`src/rtl/page_framebuffer_draw_engine_assert.svh`:
```
// Assertion macros shared by the draw engine
`ifndef PAGE_FRAMEBUFFER_DRAW_ENGINE_ASSERT_SVH
`define PAGE_FRAMEBUFFER_DRAW_ENGINE_ASSERT_SVH

// same-cycle implication
`define PFDE_ASSERT_IMP(lbl, ante, cons, msg) \
    lbl: assert property (@(posedge i_clk) disable iff (!i_rst_n) (ante) |-> (cons)) \
        else $error(msg);

// next-cycle implication
`define PFDE_ASSERT_NXT(lbl, ante, cons, msg) \
    lbl: assert property (@(posedge i_clk) disable iff (!i_rst_n) (ante) |=> (cons)) \
        else $error(msg);

`endif

```
`src/rtl/pfde_pkg.sv`:
```
`default_nettype none
package pfde_pkg;

    // screen geometry and store size
    localparam int SCREEN_WIDTH  = 128;
    localparam int SCREEN_HEIGHT = 64;
    localparam int PAGE_COUNT    = 8;
    localparam int STORE_DEPTH   = 1024;

    localparam int ADDR_W     = $clog2(STORE_DEPTH);
    localparam int DIFF_PAGES = (PAGE_COUNT < 8) ? PAGE_COUNT : 8;
    localparam int PG_W       = (DIFF_PAGES > 1) ? $clog2(DIFF_PAGES) : 1;
    localparam int XW         = $clog2(SCREEN_WIDTH + 1);
    localparam int YW         = $clog2(SCREEN_HEIGHT + 1);
    localparam int COL_W      = $clog2(SCREEN_WIDTH);
    localparam int IDX_W      = $clog2(SCREEN_WIDTH * 8 + STORE_DEPTH);

    // request codes
    localparam logic [2:0] REQ_CLEAR  = 3'd0;
    localparam logic [2:0] REQ_PIXEL  = 3'd1;
    localparam logic [2:0] REQ_HLINE  = 3'd2;
    localparam logic [2:0] REQ_RECT   = 3'd3;
    localparam logic [2:0] REQ_COMMIT = 3'd4;
    localparam logic [2:0] REQ_DIFF   = 3'd5;
    localparam logic [2:0] REQ_READ   = 3'd6;

    // controller -> datapath
    typedef struct packed {
        logic init_step;
        logic load;
        logic clr_step;
        logic wr_step;
        logic push;
    } t_cmd;

    // datapath -> controller
    typedef struct packed {
        logic [2:0] req;
        logic       empty;
        logic       lin_last;
        logic       walk_last;
        logic       out_full;
    } t_status;

endpackage
`default_nettype wire

```
`src/rtl/pfde_ctrl.sv`:
```
`default_nettype none
module pfde_ctrl (
    input  wire               i_clk,
    input  wire               i_rst_n,
    input  wire               i_in_valid,
    output logic              o_in_ready,
    input  pfde_pkg::t_status i_st,
    output pfde_pkg::t_cmd    o_cmd
);

    typedef enum logic [6:0] {
        S_INIT  = 7'b0000001,
        S_IDLE  = 7'b0000010,
        S_START = 7'b0000100,
        S_RD    = 7'b0001000,
        S_WR    = 7'b0010000,
        S_CLR   = 7'b0100000,
        S_DONE  = 7'b1000000
    } t_state;

    t_state r_state, n_state;

    // state register
    always_ff @(posedge i_clk) begin
        if (!i_rst_n) begin
            r_state <= S_INIT;
        end else begin
            r_state <= n_state;
        end
    end

    // next state and commands
    always_comb begin
        n_state    = r_state;
        o_cmd      = '0;
        o_in_ready = 1'b0;
        unique case (r_state)
            S_INIT: begin
                o_cmd.init_step = 1'b1;
                if (i_st.lin_last) n_state = S_IDLE;
            end
            S_IDLE: begin
                o_in_ready = 1'b1;
                if (i_in_valid) begin
                    o_cmd.load = 1'b1;
                    n_state    = S_START;
                end
            end
            S_START: begin
                unique case (i_st.req)
                    pfde_pkg::REQ_CLEAR: n_state = S_CLR;
                    pfde_pkg::REQ_PIXEL,
                    pfde_pkg::REQ_HLINE,
                    pfde_pkg::REQ_RECT:  n_state = i_st.empty ? S_DONE : S_RD;
                    pfde_pkg::REQ_COMMIT,
                    pfde_pkg::REQ_DIFF,
                    pfde_pkg::REQ_READ:  n_state = S_RD;
                    default:             n_state = S_DONE;
                endcase
            end
            S_RD: begin
                n_state = S_WR;
            end
            S_WR: begin
                o_cmd.wr_step = 1'b1;
                n_state = i_st.walk_last ? S_DONE : S_RD;
            end
            S_CLR: begin
                o_cmd.clr_step = 1'b1;
                if (i_st.lin_last) n_state = S_DONE;
            end
            S_DONE: begin
                if (!i_st.out_full) begin
                    o_cmd.push = 1'b1;
                    n_state    = S_IDLE;
                end
            end
            default: n_state = S_INIT;
        endcase
    end

endmodule
`default_nettype wire

```
`config.mk`:
```
export PLATFORM = sky130hd
export DESIGN_NAME = pfde_ctrl
export DESIGN_NICKNAME = d
export VERILOG_FILES = /design/src/rtl/page_framebuffer_draw_engine_assert.svh /design/src/rtl/pfde_pkg.sv /design/src/rtl/pfde_ctrl.sv
export SDC_FILE = /design/constraint.sdc
export NUM_CORES = 1
export LEC_CHECK = 0
export ABC_AREA = 1
export BUFFER_PORTS_ARGS = -buffer_cell sky130_fd_sc_hd__buf_2
export CAP_MARGIN = 10
export CORE_AREA = 2 2 39 41
export CTS_BUF_LIST = sky130_fd_sc_hd__clkbuf_16
export CTS_CLUSTER_DIAMETER = 120
export DETAILED_ROUTE_END_ITERATION = 8
export DIE_AREA = 0 0 41 43
export MAX_ROUTING_LAYER = met4
export PLACE_DENSITY = 0.72
export SLEW_MARGIN = 15
export SYNTH_ARGS = -nofsm -noshare
export SYNTH_HDL_FRONTEND = slang
export SYNTH_SLANG_ARGS = --single-unit
```
`constraint.sdc`:
```
create_clock -name i_clk -period 1.13 [get_ports i_clk]
set_input_delay 0.1695 -clock i_clk [delete_from_list [all_inputs] [get_ports i_clk]]
set_output_delay 0.1695 -clock i_clk [all_outputs]
set_load 0.01 [all_outputs]
```
==> load_flow_metrics.sql <==
INSERT INTO impl_metrics (metric_group, metric, value, unit) VALUES
('outcome', 'failed_checks', 'negative setup slack', ''),
('floorplan', 'die_width', '41', 'um'),
('yosys', 'synth_flop_cell', 'dfxtp_1', ''),
('worst_setup_path', 'critPathRequiredTime', '0.96', 'ns'),
('yosys', 'synthTopCellsByArea', 'dfxtp_1, nand2_1, nand3_1, nor2_1, inv_1', ''),
('cells_and_area', 'design_area', '958', 'um^2'),
('cells_and_area', 'nFillCells', '95', ''),
('yosys', 'yosys.area.top_type', 'dfxtp_1', ''),
('global_routing', 'grt_antenna_before_repair', '0', ''),
('worst_setup_path', 'timing.critical_path.max_delay_family', 'simple AND/OR/NAND/NOR gates', ''),
('yosys', 'syn_avg_cell_area', '6.39', 'um^2'),
('cells_and_area', 'post_route_cells_drive_above_1_share', '0.655', ''),
('placement', 'dp_hpwl', '1070', 'um'),
('sta', 'maxSlewHeadroom', '0.845', ''),
('cells_and_area', 'area_delta_synth_final', '76.5', '%'),
('cells_and_area', 'max_flop_register', 'r_state', ''),
('clock_tree', 'cts-root-to-sink-buffers', '2', ''),
('clock_tree', 'cts_buf_count', '3', ''),
('drt', 'drt_pass1_iterations', '4', ''),
('placement', 'post-place-ws', '-0.0607', 'ns'),
('floorplan', 'num_rows', '14', ''),
('floorplan', 'die-area', '0.00176', 'mm^2'),
('worst_setup_path', 'crit_chain', 'inv_2 > nand2_4 > nor2_8 > nand2_4 > nor2_2 > buf_2', ''),
('worst_setup_path', 'crit_cells', '6', ''),
('clock_tree', 'numClockSinks', '7', ''),
('clock_tree', 'clk_pin_slew', '0.04', 'ns'),
('outcome', 'outcome', 'complete, but fails checks', ''),
('clock_tree', 'cts_tree', 'done', ''),
('pwr', 'leakagePower', '0.000509', 'uW'),
('sta', 'achievable-frequency', '0.718', 'GHz'),
('global_routing', 'grt.total_usage', '0.213', ''),
('sta', 'final_min_period_over_clock_period', '1.23', ''),
('floorplan', 'die_y', '43', 'um'),
('yosys', 'synth_enable_flop_cells', '0', ''),
('yosys', 'synth.cell_area', '543', 'um^2'),
('yosys', 'ys_top_cells_by_count', 'nand2_1, nor2_1, inv_1, nand3_1, dfxtp_1', ''),
('worst_setup_path', 'r2r_cells', '10', ''),
('clock_tree', 'worstSkewPairLatency', '0.23', 'ns'),
('flow_run', 'drv_cap', '0', ''),
('worst_setup_path', 'critical_path_buf_inv_count', '2', ''),
('worst_setup_path', 'critPathKind', 'flip-flop to output port', ''),
('worst_setup_path', 'crit_path_end_kind', 'output port', ''),
('cells_and_area', 'reg.largest.list', 'r_state x7', ''),
('drt', 'routed_via_density', '5.34', ''),
('sta', 'rsz_0062_raised_after_global_routing', 'yes', ''),
('yosys', 'syn_nets', '95', ''),
('global_routing', 'first_pass_grt_wire_length', '2480', 'um'),
('hold_path', 'worst_hold_stages', '2', ''),
('global_routing', 'grt_pass1_vias', '568', ''),
('yosys', 'synth_cells', '85', ''),
('drt', 'drt-wirelength-per-cell', '14.5', 'um'),
('worst_setup_path', 'slowest_delay', '0.32', 'ns'),
('sta', 'setup_ws', '-0.263', 'ns'),
('sta', 'setup_viol_count_final', '12', ''),
('drt', 'antenna_left', '0', ''),
('floorplan', 'initial_core_utilization', '0.392', ''),
('sta', 'final.min_clock_period', '1.39', 'ns'),
('yosys', 'ys_seq_elements', '7', ''),
('cells_and_area', 'largest_register_ffs', '7', ''),
('yosys', 'yosys_warnings', '0', ''),
('worst_setup_path', 'critPathSlowestCell', 'dfxtp_2', ''),
('worst_setup_path', 'critical_path_peak_fanout', '6', ''),
('drt', 'first_iter_violations', '31', ''),
('yosys', 'synth-seq-area-share', '0.258', ''),
('pwr', 'pwr_density_cell', '2060', 'mW/mm^2'),
('sta', 'timing_worst_slew_pin_value', '0.232', 'ns'),
('placement', 'place_congestion', '0.792', ''),
('floorplan', 'floorplan.io_pins', '16', ''),
('cells_and_area', 'antenna_cells_inserted', '0', ''),
('yosys', 'post-synth-top-count-cell', 'nand2_1', ''),
('hold_path', 'timing.hold.worst.class', 'primary input to flip-flop', '');
## repair_timing
item / CTS / global route
resized for setup: 22 / 20
pin swaps: 10 / 13
endpoints found under the setup margin: 12 / 12
setup buffers: 8 / 5
hold buffers: 0 / 0
## worst reg2reg max path: cells and delay by family, from the launching register on
family	cells	cell delay [ns]
flops	1	0.33
buf+inv	2	0.19
simple gates	8	0.72
## path summary, 6_finish.rpt
| kind | to | slack, ns | from |
|---|---|---|---|
| max reg2reg | r_state[1]$_SDFFE_PN0P_ | -0.22 | r_state[3]$_SDFFE_PN0P_ |
| max | o_cmd[0] | -0.26 | r_state[3]$_SDFFE_PN0P_ |
| min | r_state[0]$_SDFFE_PN1P_ | 0.17 | i_rst_n |
| min reg2reg | r_state[1]$_SDFFE_PN0P_ | 0.54 | r_state[1]$_SDFFE_PN0P_ |
## kinds of logic after synthesis
kind of cell | Yosys count | share of synthesized area
AND/OR/NAND/NOR | 58 | 0.585
AO/OA/AOI/OAI | 5 | 0.0530
flip-flops | 7 | 0.258
buffers and inverters | 15 | 0.104
## cells in the final DEF (no fill, tap or decap)
master     netlist  final
or2_0            1      1
inv_1           10      6
dfxtp_2          0      4
nand4_1          1      1
nor3_2           1      2
buf_4            0     14
nor2_8           1      1
nand3_2          2      4
a21oi_2          1      1
inv_4            0      2
nor2_2           3      4
nand3_4          0      1
inv_2            5      8
nor2_1          12      8
nand2_4          2      6
clkbuf_16        0      3
nor3_1           3      2
a21oi_1          2      2
o21ai_0          2      2
nand2_2          4      5
buf_2            0     12
nor2_4           1      4
dfxtp_4          0      3
nand3_1         10      7
buf_6            0      4
nand2_1         16     11
nand3b_1         1      1
## report_power, final
group          switching (uW)  internal (uW)
Sequential               67.8            315
Clock                     146            462
Combinational             580            405
Total                     794           1180
## layout make-up
class / instances / area, um^2 / share of cell area
clock buffers: 3 / 75.1 / 0.0783
clock inverters: 1 / 3.75 / 0.00392
inverters: 15 / 61.3 / 0.0640
multi-input cells: 63 / 432 / 0.450
flip-flops and latches: 7 / 156 / 0.163
well taps: 16 / 20.0 / 0.0209
repair buffers: 30 / 210 / 0.219
## per-layer routing
metal  GRT usage  vias up  part of all wire
li1            -      339                 -
met1       0.249      335              0.40
met2       0.341       41              0.51
met3      0.0471        6             0.069
met4      0.0800        0             0.023
met5           -        -                 0
## stage by stage
step / hold slack (ns) / util / std cells / TNS (ns)
6_report: 0.175 / 0.693 / 135 / -2.12
5_1_grt: 0.181 / 0.693 / 135 / -2.84
4_1_cts: 0.173 / 0.615 / 130 / -1.62
3_5_place_dp: 0.414 / 0.472 / 118 / -0.270
3_3_place_gp: 0.417 / 0.472 / 118 / -0.267
2_1_floorplan: 0.254 / - / 85 / 0
No activity file was read; power rests on OpenSTA's default activity.
